[src/rtl/rgb_ls_pkg.sv]
`timescale 1ns / 1ps
`default_nettype none

package rgb_ls_pkg;

    // Pixel store depth and the widths that follow from it.
    localparam int MAX_LEDS   = 256;
    localparam int LED_AW     = (MAX_LEDS > 1) ? $clog2(MAX_LEDS) : 1;
    localparam int NUM_LEDS_W = 9;
    localparam int CNT_W      = ($clog2(MAX_LEDS + 1) > NUM_LEDS_W) ?
                                $clog2(MAX_LEDS + 1) : NUM_LEDS_W;

    localparam int PIX_W   = 24;
    localparam int BITPOS_W = 5;
    localparam int TICK_W  = 10;
    localparam int FUNC_W  = 3;
    localparam int IDX_W   = 8;
    localparam int CHAN_W  = 8;

    localparam int CFG_IDX_W = 3;
    localparam int CFG_DW    = 10;

    localparam logic [TICK_W-1:0] ONE_HIGH_RST  = 10'd58;
    localparam logic [TICK_W-1:0] ONE_LOW_RST   = 10'd12;
    localparam logic [TICK_W-1:0] ZERO_HIGH_RST = 10'd23;
    localparam logic [TICK_W-1:0] ZERO_LOW_RST  = 10'd40;

    typedef enum logic [FUNC_W-1:0] {
        FN_TICK    = 3'd0,
        FN_SET     = 3'd1,
        FN_SET_ALL = 3'd2,
        FN_ALL_ON  = 3'd3,
        FN_CLEAR   = 3'd4,
        FN_SHOW    = 3'd5
    } t_func;

    typedef enum logic [CFG_IDX_W-1:0] {
        CFG_NUM_LEDS  = 3'd0,
        CFG_ONE_HIGH  = 3'd1,
        CFG_ONE_LOW   = 3'd2,
        CFG_ZERO_HIGH = 3'd3,
        CFG_ZERO_LOW  = 3'd4
    } t_cfg_idx;

    typedef enum logic [1:0] {
        FILL_COLOUR = 2'd0,
        FILL_ONES   = 2'd1,
        FILL_ZERO   = 2'd2
    } t_fill;

    // Commands from the controller to the datapath.
    typedef struct packed {
        logic  write_px;
        logic  fill_start;
        t_fill fill_kind;
        logic  fill_step;
        logic  show_start;
        logic  fetch;
        logic  tick;
        logic  emit;
        logic  rej;
    } t_dp_cmd;

    // Status from the datapath to the controller.
    typedef struct packed {
        logic in_range;
        logic count_zero;
        logic fill_last;
        logic led_next;
        logic show_end;
    } t_dp_stat;

endpackage

`default_nettype wire

[src/rtl/rgb_ls_ctrl.sv]
`timescale 1ns / 1ps
`default_nettype none

module rgb_ls_ctrl
    import rgb_ls_pkg::*;
(
    input  wire logic              i_clk,
    input  wire logic              i_rst_n,
    input  wire logic              start,
    input  wire logic [FUNC_W-1:0] i_func,
    input  wire t_dp_stat          i_stat,
    output logic                   busy,
    output t_dp_cmd                o_cmd
);

    typedef enum logic [6:0] {
        S_CLEAR = 7'b0000001,
        S_IDLE  = 7'b0000010,
        S_FILL  = 7'b0000100,
        S_LOAD  = 7'b0001000,
        S_PRIME = 7'b0010000,
        S_FETCH = 7'b0100000,
        S_SHOW  = 7'b1000000
    } t_state;

    t_state r_state;
    t_state n_state;
    t_func  func;
    logic   is_cmd;

    assign func   = t_func'(i_func);
    assign busy   = !((r_state == S_IDLE) || (r_state == S_SHOW));
    assign is_cmd = (func == FN_SET) || (func == FN_SET_ALL) || (func == FN_ALL_ON) ||
                    (func == FN_CLEAR) || (func == FN_SHOW);

    always_comb begin
        n_state = r_state;
        o_cmd   = '0;
        o_cmd.fill_kind = FILL_ZERO;
        case (r_state)
            S_CLEAR: begin
                o_cmd.fill_step = 1'b1;
                if (i_stat.fill_last) begin
                    n_state = S_IDLE;
                end
            end
            S_IDLE: begin
                if (start) begin
                    o_cmd.emit = 1'b1;
                    case (func)
                        FN_SET: begin
                            if (i_stat.in_range) begin
                                o_cmd.write_px = 1'b1;
                            end else begin
                                o_cmd.rej = 1'b1;
                            end
                        end
                        FN_SET_ALL, FN_ALL_ON, FN_CLEAR: begin
                            if (func == FN_SET_ALL) begin
                                o_cmd.fill_kind = FILL_COLOUR;
                            end else if (func == FN_ALL_ON) begin
                                o_cmd.fill_kind = FILL_ONES;
                            end
                            if (!i_stat.count_zero) begin
                                o_cmd.fill_start = 1'b1;
                                n_state          = S_FILL;
                            end
                        end
                        FN_SHOW: begin
                            if (!i_stat.count_zero) begin
                                o_cmd.emit       = 1'b0;
                                o_cmd.show_start = 1'b1;
                                n_state          = S_LOAD;
                            end
                        end
                        default: begin
                        end
                    endcase
                end
            end
            S_FILL: begin
                o_cmd.fill_step = 1'b1;
                if (i_stat.fill_last) begin
                    n_state = S_IDLE;
                end
            end
            S_LOAD: begin
                o_cmd.fetch = 1'b1;
                n_state     = S_PRIME;
            end
            S_PRIME: begin
                o_cmd.tick = 1'b1;
                o_cmd.emit = 1'b1;
                if (i_stat.show_end) begin
                    n_state = S_IDLE;
                end else if (i_stat.led_next) begin
                    n_state = S_FETCH;
                end else begin
                    n_state = S_SHOW;
                end
            end
            S_FETCH: begin
                o_cmd.fetch = 1'b1;
                n_state     = S_SHOW;
            end
            S_SHOW: begin
                if (start) begin
                    o_cmd.tick = 1'b1;
                    o_cmd.emit = 1'b1;
                    o_cmd.rej  = is_cmd;
                    if (i_stat.show_end) begin
                        n_state = S_IDLE;
                    end else if (i_stat.led_next) begin
                        n_state = S_FETCH;
                    end
                end
            end
            default: begin
                n_state = S_IDLE;
            end
        endcase
    end

    always_ff @(posedge i_clk) begin
        if (!i_rst_n) begin
            r_state <= S_CLEAR;
        end else begin
            r_state <= n_state;
        end
    end

endmodule

`default_nettype wire

[config.mk]
export PLATFORM = sky130hd
export DESIGN_NAME = rgb_ls_ctrl
export DESIGN_NICKNAME = d
export VERILOG_FILES = /design/src/rtl/rgb_ls_pkg.sv /design/src/rtl/rgb_ls_ctrl.sv
export SDC_FILE = /design/constraint.sdc
export NUM_CORES = 1
export LEC_CHECK = 0
export BUFFER_PORTS_ARGS = -buffer_cell sky130_fd_sc_hd__clkbuf_2
export CAP_MARGIN = 10
export CORE_UTILIZATION = 44
export CTS_CLUSTER_DIAMETER = 80
export CTS_CLUSTER_SIZE = 12
export DETAILED_ROUTE_END_ITERATION = 16
export GPL_TIMING_DRIVEN = 0
export HOLD_SLACK_MARGIN = 0.06
export PLACE_DENSITY = 0.81
export SYNTH_ARGS = -nofsm -noshare
export SYNTH_HDL_FRONTEND = slang
export SYNTH_SLANG_ARGS = --single-unit
[constraint.sdc]
create_clock -name i_clk -period 1.9 [get_ports i_clk]
set_clock_uncertainty 0.05 [all_clocks]
set_input_delay 0.38 -clock i_clk [delete_from_list [all_inputs] [get_ports i_clk]]
set_output_delay 0.38 -clock i_clk [all_outputs]
set_load 0.01 [all_outputs]
# Word level (Yosys, flattened, before mapping)
# Index checks and enable logic that the tools add are counted.
classes:
  addsub: 0
  mul: 0
  div_mod_pow: 0
  n_lt_le_gt_ge: 0
  eq_ne: 19
  shifts: 0
  mux: 33
  bitwise_logic: 0
  n_reduce_logical: 10
ops:
  columns: ["operator", "count"]
  rows:
  - ["2-to-1 mux 7 bit", 9]
  - ["case mux 7 bit (6 select lines)", 1]
  - ["case mux 7 bit (2 select lines)", 1]
  - ["2-to-1 mux 1 bit", 12]
  - ["inequality test 3 bit, second input constant", 3]
  - ["2-to-1 mux 4 bit", 2]
  - ["== test 7 x 1 -> 1 bit, second input constant", 1]
  - ["== test 7 x 2 -> 1 bit, second input constant", 1]
  - ["== test 7 x 3 -> 1 bit, second input constant", 1]
  - ["== test 7 x 4 -> 1 bit, second input constant", 1]
  - ["== test 7 x 5 -> 1 bit, second input constant", 1]
  - ["== test 7 x 6 -> 1 bit, second input constant", 1]
  - ["== test 7 bit, second input constant", 1]
  - ["AND reduction 7 bit", 1]
  - ["== test 3 x 2 -> 1 bit, second input constant", 2]
  - ["== test 3 bit, second input constant", 2]
  - ["2-to-1 mux 2 bit", 3]
  - ["2-to-1 mux 3 bit", 2]
  - ["logical OR 1 bit", 5]
  - ["inequality test 2 bit, second input constant", 2]
  - ["case mux 1 bit (2 select lines)", 2]
  - ["OR reduction 2 bit", 2]
  - ["== test 3 x 1 -> 1 bit, second input constant", 1]
  - ["inequality test 3 x 1 -> 1 bit, second input constant", 1]
  - ["other kinds (4)", 4]
totals:
  register_bits: 7
  latchBits: 0
  ram_bits: 0
  rom_bits: 0
  in_bits: 11
  output_inout_bits: 11
  elab_cells: 63
  n_memories: 0

# Logic depth before layout (Yosys ltp)
# Gate-level depths: netlist (run 1).
depth:
  word_depth: 7
  depth_mapped: 5
  mapped_depth_nobuf: 4

# Worst setup path before layout (run 1)
# OpenSTA, ideal clock, no wires.
synth_path:
  path_type: "register to output"
  from: "reg r_state[6]"
  to: "out o_cmd[1] (netlist name)"
  arrival_ns: 1.333
  required_time_ns: 1.470
  setup_slack_ns: 0.137
  stages_incl_launch_ff: 6
  path_buffers: 1
  path_cell_list: "dfxtp_1 > buf_2 > nor2b_1 > a21oi_1 > nor3_1 > o21bai_1"
synth_rtl:
  columns: ["item", "line", "source"]
  rows:
  - ["start, declared", "rgb_ls_ctrl.sv:26", "t_state r_state;"]
  - ["start signal, assigned", "rgb_ls_ctrl.sv:128", "r_state <= n_state;"]
  - ["end, declared", "rgb_ls_ctrl.sv:13", "output t_dp_cmd o_cmd"]

==> key figures, run 1 <==
Clocking
  • CTS buffer count: 3
  • Root Buffer: clkbuf_4
  • # clock sinks: 7
  • Clock transition at the registers of the reported paths: 0.05 ns
  • H-tree levels: 1
  • CTS tree: done
  • CTS Buffer Depth: 2
  • Clk_lat worst skew: 0.25 ns

Place
  • Post-DP HPWL: ~1300 um
  • Placed cell count: roughly 120
  • Pre-CTS setup slack: -0.202 ns
  • RePlAce Congestion: between 0.8 and 0.9
  • IO Port Bufs: 21
  • Placed inst area: about 780 sq um

Worst hold path
  • Hold Path Class: in -> reg

Logic synthesis
  • Syn_area_per_cell: roughly 7.5 sq um
  • Prevailing post-synth register cell: dfxtp_1
  • Dominant cell type by area after synthesis: dfxtp_1
  • Ys async rst share: 0
  • Yosys warnings: 0
  • Unique masters post-synth: 36
  • Mapped Area: approximately 650 sq um
  • Register bit total from synthesis: 7
  • Synthesized instance count: 87
  • Dominant cells by area after synthesis: dfxtp_1 21%, nor2_1 6.3%, nor3_1 4.6%
  • Number of enable flip-flop cells after synthesis: 0
  • Syn nets: 98
  • Synth top area share: 0.215
  • Sequential fraction of the synthesis area: 0.215

Finish
  • Layout area overhead: 46.6%
  • Max FFs per register: 7
  • Final std cells w/o fill: around 140
  • Regs by FF count: r_state: 7 flops
  • Number of fillers in the final layout: 98
  • Nets: around 140
  • Finished Cell Area: around 960 sq um
  • Register bank with the most flops: r_state
  • Final core utilization: 0.717
  • N_diodes: 0
  • Layout cell share with drive strength beyond 1: 0.439

Timing
  • RSZ-0062 raised after global routing: yes
  • Worst relative slew slack: 0.731
  • Final setup viols: 7
  • F_max: 479 MHz
  • Worst hold margin: ~0.29 ns
  • Final Hold Fails: 0
  • Crit path time final: 2.09 ns
  • Worst Slack Setup Final: -0.188 ns
  • Final Max Tran Viols: 0
  • Setup TNS: -0.741 ns
  • Final worst path period share: 1.10
  • Worst slew pin tran: between 0.4 and 0.5 ns

GRT
  • Antenna violations before repair: 0
  • Largest net degree at the start of global routing: 11
  • Grt total ovfl: 0
  • First-pass GRT wire length: around 3300 um
  • Vias in the first global route: about 750
  • Gr usage total: 0.309

Worst setup path
  • Arr. time, crit path: ~1.7 ns
  • Startpoint types: register
  • Worst Setup End Kind: primary output
  • Setup CP Type: reg -> out
  • Critical path required time: between 1 and 1.5 ns
  • Critical path peak fanout: 5

Route
  • Final ANT Viol Nets: 0
  • Final WL: 2230 um
  • Drt wl/cell: approximately 16 um
  • Drt drc: 0
  • Via count: between 800 and 900
  • TritonRoute pass-1 iters: 4
  • Initial detailed-routing violation count: 39
  • Via density: between 6 and 7

Power and ir drop
  • Power Dens Cells: around 440 mW/mm^2
  • Leak pwr: between 0.4 and 0.5 nW
  • Total power: 421 uW
  • Peak supply drop: 0.343 mV

Floorplan
  • Row count: 13
  • Area of the core: around 0.0013 sq mm
  • Die ar.: ~0.0016 sq mm
  • # IOs: 22
  • Die width: a little over 40 um
  • Die Y: 40.5 um
  • Initial Utilization: 0.489

Run
  • Max Cap Viol: 0

Outcome
  • Status: finished, violations left
  • Failing checks: setup timing
[layout make-up]
cell class	instances	area, sq um	area share
clock buffer	4	26.3	0.0275
sequential	7	154	0.161
tap	15	18.8	0.0196
timing repair buffer	32	188	0.196
inverter	4	15.0	0.0157
buffer	2	18.8	0.0196
multi-input combinational	74	536	0.560
[cells in the mapped netlist (2+ instances only)]
library cell  count
o21a_1            3
inv_1             4
nor3_1            6
dfxtp_1           7
o21ai_0           5
a21oi_1           4
nand2_1           7
nor2b_1           3
nand3_1           3
nor4b_1           2
and3_1            4
xor2_1            2
nand2b_1          2
nor2_1           11
nand4_1           2
buf_2             2
[power breakdown]
part / internal (mW) / switching, mW
Combinational: 0.0565 / 0.0709
Clock: 0.0801 / 0.0547
Sequential: 0.149 / 0.00915
[cell families (layout without fill, tap and decap cells)]
kind of cell,count (synthesis),count (layout),synth area share
flops,7,7,0.215
xor+xnor,3,3,0.0403
compound gates,22,22,0.232
buf+inv,6,42,0.0384
simple gates,49,49,0.474
[path summary, 6_finish.rpt]
path	end	from	depth (start not counted)	slack, ns
worst min-delay path	r_state[0]$_SDFFE_PN1P_	i_rst_n	2	0.29
worst max register to register	r_state[2]$_SDFFE_PN0P_	r_state[3]$_SDFFE_PN0P_	7	0.21
worst max-delay path	o_cmd[8]	r_state[3]$_SDFFE_PN0P_	5	-0.19
worst min register to register	r_state[0]$_SDFFE_PN1P_	r_state[0]$_SDFFE_PN1P_	2	0.49
[critical path, cell delays in order (launching register included)]
cell,delay [ns]
dfxtp_4,0.37
nor4b_4,0.35
nand3_4,0.17
buf_4,0.19
nor4_4,0.15
buf_2,0.17
[placed cells by master, fill, tap and decap left out, drive strengths merged]
| cell | count |
|---|---|
| nand2 | 7 |
| a22o | 1 |
| nor4 | 1 |
| a41oi | 1 |
| nor3 | 7 |
| or2b | 1 |
| a32oi | 1 |
| xnor2 | 1 |
| and2b | 1 |
| o21a | 3 |
| xor2 | 2 |
| inv | 4 |
| or4 | 1 |
| nor3b | 1 |
| nand2b | 2 |
| o21bai | 1 |
| o221ai | 1 |
| o21ai | 5 |
| dfxtp | 7 |
| buf | 15 |
| clkbuf | 23 |
| nor2 | 11 |
| nand3b | 1 |
| and3 | 4 |
| a21oi | 4 |
| o22ai | 1 |
| a221o | 1 |
| a41o | 1 |
| o31ai | 1 |
| nor4b | 3 |
| nand3 | 4 |
| nand4 | 2 |
| a211oi | 1 |
| nor2b | 3 |
[per-layer routing]
layer	GRT usage	wire length, um	share of wire	vias to the layer above
met5	0	0	0	-
met4	0.192	121	0.054	0
met3	0.0500	172	0.077	18
met2	0.520	1030	0.46	51
met1	0.358	899	0.40	397
li1	-	-	-	400
[what timing repair did]
action	4_1_cts	5_1_grt
pin swaps	6	4
setup endpoints to repair	10	9
setup buffers	7	4
gates resized for setup	16	12
hold buffers	0	0
Power figures use the tool's default switching activity.
==> run 2, diff against run 1 <==
--- a/config.mk
+++ b/config.mk
@@ -7,6 +7,7 @@
 export LEC_CHECK = 0
 export BUFFER_PORTS_ARGS = -buffer_cell sky130_fd_sc_hd__clkbuf_2
 export CAP_MARGIN = 10
+export CORE_MARGIN = 3
 export CORE_UTILIZATION = 44
 export CTS_CLUSTER_DIAMETER = 80
 export CTS_CLUSTER_SIZE = 12
==> run 2 against run 1 <==
Effect of this change: the flow still finishes with violations (setup timing); sequential share of layout area shrank 0.86 points; global-route usage shrank 9.6 points; fmax shrank 3.9%; hold slack gained 0.0024 ns; combinational power is essentially flat; die area grew 21%; sequential cell count is the same; setup slack lost 0.084 ns; clock power is essentially flat; sequential power is essentially flat.
==> key figures, run 2 (synthesis gave the netlist of run 1 again) <==
Outcome
  • Status: finished, violations left
  • Failing checks: setup timing

Route
  • Final ANT Viol Nets: 0 (unchanged)
  • Via count: 820 (-5.3%)
  • Drt drc: 0 (unchanged)
  • TritonRoute pass-1 iters: 4 (unchanged)
  • Final WL: 2170 um (-2.6%)
  • Drt wl/cell: 15.9 um (-1.2%)
  • Initial detailed-routing violation count: 21 (-46%)
  • Via density: 6.03 (-3.9%)

Worst hold path
  • Min-Delay Startpoint: i_rst_n
  • Worst Hold Path Cells: 2 (unchanged)
  • WHS Endpoint: r_state[0]$_SDFFE_PN1P_
  • Hold Path Class: in -> reg

Timing
  • RSZ-0062 raised after global routing: yes
  • Crit path time final: 2.17 ns (+0.0841 ns)
  • Worst hold margin: 0.292 ns (+0.00238 ns)
  • Worst Slack Setup Final: -0.272 ns (-0.0841 ns)
  • Final setup viols: 7 (unchanged)
  • Final Hold Fails: 0 (unchanged)
  • Final worst path period share: 1.14 (+0.0443)
  • F_max: 460 MHz (-3.9%)
  • Worst slew pin tran: 0.472 ns (+0.0691 ns)
  • Worst relative slew slack: 0.683 (-0.0478)
  • Final Max Tran Viols: 0 (unchanged)

Floorplan
  • # IOs: 22 (unchanged)
  • Die ar.: 0.00198 sq mm (+21%)
  • Die width: 44.5 um (+9.9%)
  • Area of the core: 0.00135 sq mm (+1.2%)
  • Row count: 13 (unchanged)
  • Initial Utilization: 0.483 (-0.00589)
  • Die Y: 44.5 um (+9.9%)

Finish
  • Register bank with the most flops: r_state
  • N_diodes: 0 (unchanged)
  • Most frequent cells in the layout: 16 x clkbuf_2, 8 x nor2_1, 8 x buf_4
  • Final core utilization: 0.724 (+0.00712)
  • Regs by FF count: r_state: 7 flops
  • Layout area overhead: 49.9%
  • Nets: 133 (-1.5%)
  • Commonest non-fill, non-tap cell in the layout: clkbuf_2
  • Layout cell share with drive strength beyond 1: 0.446 (+0.00726)
  • Max FFs per register: 7 (unchanged)

Power and ir drop
  • Sw Ratio: 0.329 (+0.00887)
  • Leak pwr: 0.417 nW (-0.67%)
  • Combinational share of power: 0.306 (+0.003)
  • Power Dens Cells: 436 mW/mm^2 (-0.81%)
  • Clock power share: 0.322 (about the same)
  • Internal: 286 uW (about the same)
  • Peak supply drop: 0.314 mV (-8.5%)
  • Seq pwr share: 0.372 (-0.004)
  • Net Switching: 140 uW (+4.2%)

Worst setup path
  • Critical R2R Capture: r_state[5]$_SDFFE_PN0P_
  • R2r startpoint: r_state[5]$_SDFFE_PN0P_
  • Setup CP Type: reg -> out
  • CP Buf/Inv Count: 1 (-1)
  • Critical Path Slowest Stage Cell: dfxtp_1
  • Critical path peak fanout: 5 (unchanged)
  • Worst R2R Path Depth: 5 (-2)
  • Critical path required time: 1.47 ns (about the same)
  • Startpoint types: register
  • Crit-path cells: nor3_4 -> nand4_1 -> o21ai_1 -> and3_1 -> buf_2
  • Worst Setup SP: r_state[2]$_SDFFE_PN0P_
  • R2R setup slack: 0.25 ns (+0.04 ns)
  • Arr. time, crit path: 1.74 ns (+0.08 ns)
  • Worst Setup End Kind: primary output
  • Family with the most delay on the worst path: simple AND/OR/NAND/NOR gates
  • Slowest stage delay, CP: 0.37 ns (about the same)

GRT
  • Antenna violations before repair: 0 (unchanged)
  • Vias in the first global route: 694 (-7.8%)
  • Grt total ovfl: 0 (unchanged)
  • First-pass GRT wire length: 3070 um (-6.1%)
  • Largest net degree at the start of global routing: 11 (unchanged)
  • Gr usage total: 0.213 (-0.0959)

Clocking
  • H-tree levels: 1 (unchanged)
  • CTS Buffer Depth: 2 (unchanged)
  • # clock sinks: 7 (unchanged)
  • CTS tree: done
  • Clk_lat worst skew: 0.25 ns (about the same)
  • Root Buffer: clkbuf_4
  • CTS buffer count: 3 (unchanged)
  • Clock transition at the registers of the reported paths: 0.05 ns (about the same)

Run
  • Max Cap Viol: 0 (unchanged)

Place
  • RePlAce Congestion: 0.884 (+7.2%)
  • Post-DP HPWL: 1320 um (+2.7%)
  • IO Port Bufs: 21 (unchanged)
==> run 2: cell count changes in the layout (fill, tap and decap cells not counted), moves of 2 or more <==
cell and delta:
and3_1 -2, buf_4 -3, dfxtp_1 +2, clkbuf_2 -2
and3_4 +2, buf_6 +3
==> run 2: power groups by stage <==
stage | Clock, mW | Combinational (mW) | Sequential, mW
final | 0.137 | 0.130 | 0.159
after global placement | 0 | 0.0966 | 0.161
after global routing | 0.152 | 0.142 | 0.160
after detailed placement | 0 | 0.0990 | 0.161
after CTS | 0.140 | 0.109 | 0.158
after floorplan | 0 | 0.0637 | 0.159
==> run 2: worst max-delay path by stage <==
| stage | end | slack (ns) | cells after the start |
|---|---|---|---|
| CTS | o_cmd[0] | -0.17 | 6 |
| detailed placement | o_cmd[0] | -0.15 | 5 |
| global placement | o_cmd[0] | -0.10 | 5 |
| global route | o_cmd[0] | -0.37 | 5 |
| floorplan | o_cmd[1] | 0.14 | 5 |
| finish | o_cmd[0] | -0.27 | 5 |
==> run 2: routing by layer <==
metal,global-route usage,vias to the layer above,wire (um)
li1,-,401,-
met1,0.284,381,936
met2,0.295,32,1070
met3,0.0447,6,107
met4,0.157,0,56
met5,0,-,0
==> run 2: worst register-to-register path, cell delays in order (launching register included) <==
cell and delay, ns:
dfxtp_1 0.45, clkbuf_4 0.26, nor3_1 0.07, a32oi_1 0.33, nand2_1 0.11, a211oi_1 0.28
==> run 2: through the flow <==
step	instance area, sq um	TNS (ns)	instances	setup WS [ns]	power [mW]
after floorplan	652	0	87	0.137	0.223
after global placement	776	-0.111	123	-0.102	0.257
after detailed placement	776	-0.214	123	-0.153	0.260
after CTS	882	-0.696	132	-0.166	0.407
after global routing	977	-1.83	136	-0.370	0.453
final	977	-1.02	136	-0.272	0.426
==> run 2: what timing repair did <==
action	CTS	global route
hold buffers	0	0
resized for setup	14	21
hold endpoints to repair	0	0
pin swaps	6	4
endpoints found under the setup margin	10	9
buffers inserted	5	4
==> run 2: layout make-up <==
| type | instances | area [sq um] |
|---|---|---|
| plain buffers | 2 | 18.8 |
| clock buffers | 4 | 26.3 |
| fillers | 98 | 373 |
| inverters | 4 | 15.0 |
| multi-input cells | 74 | 561 |
| flip-flops and latches | 7 | 149 |
| well taps | 15 | 18.8 |
| repair buffers | 30 | 189 |
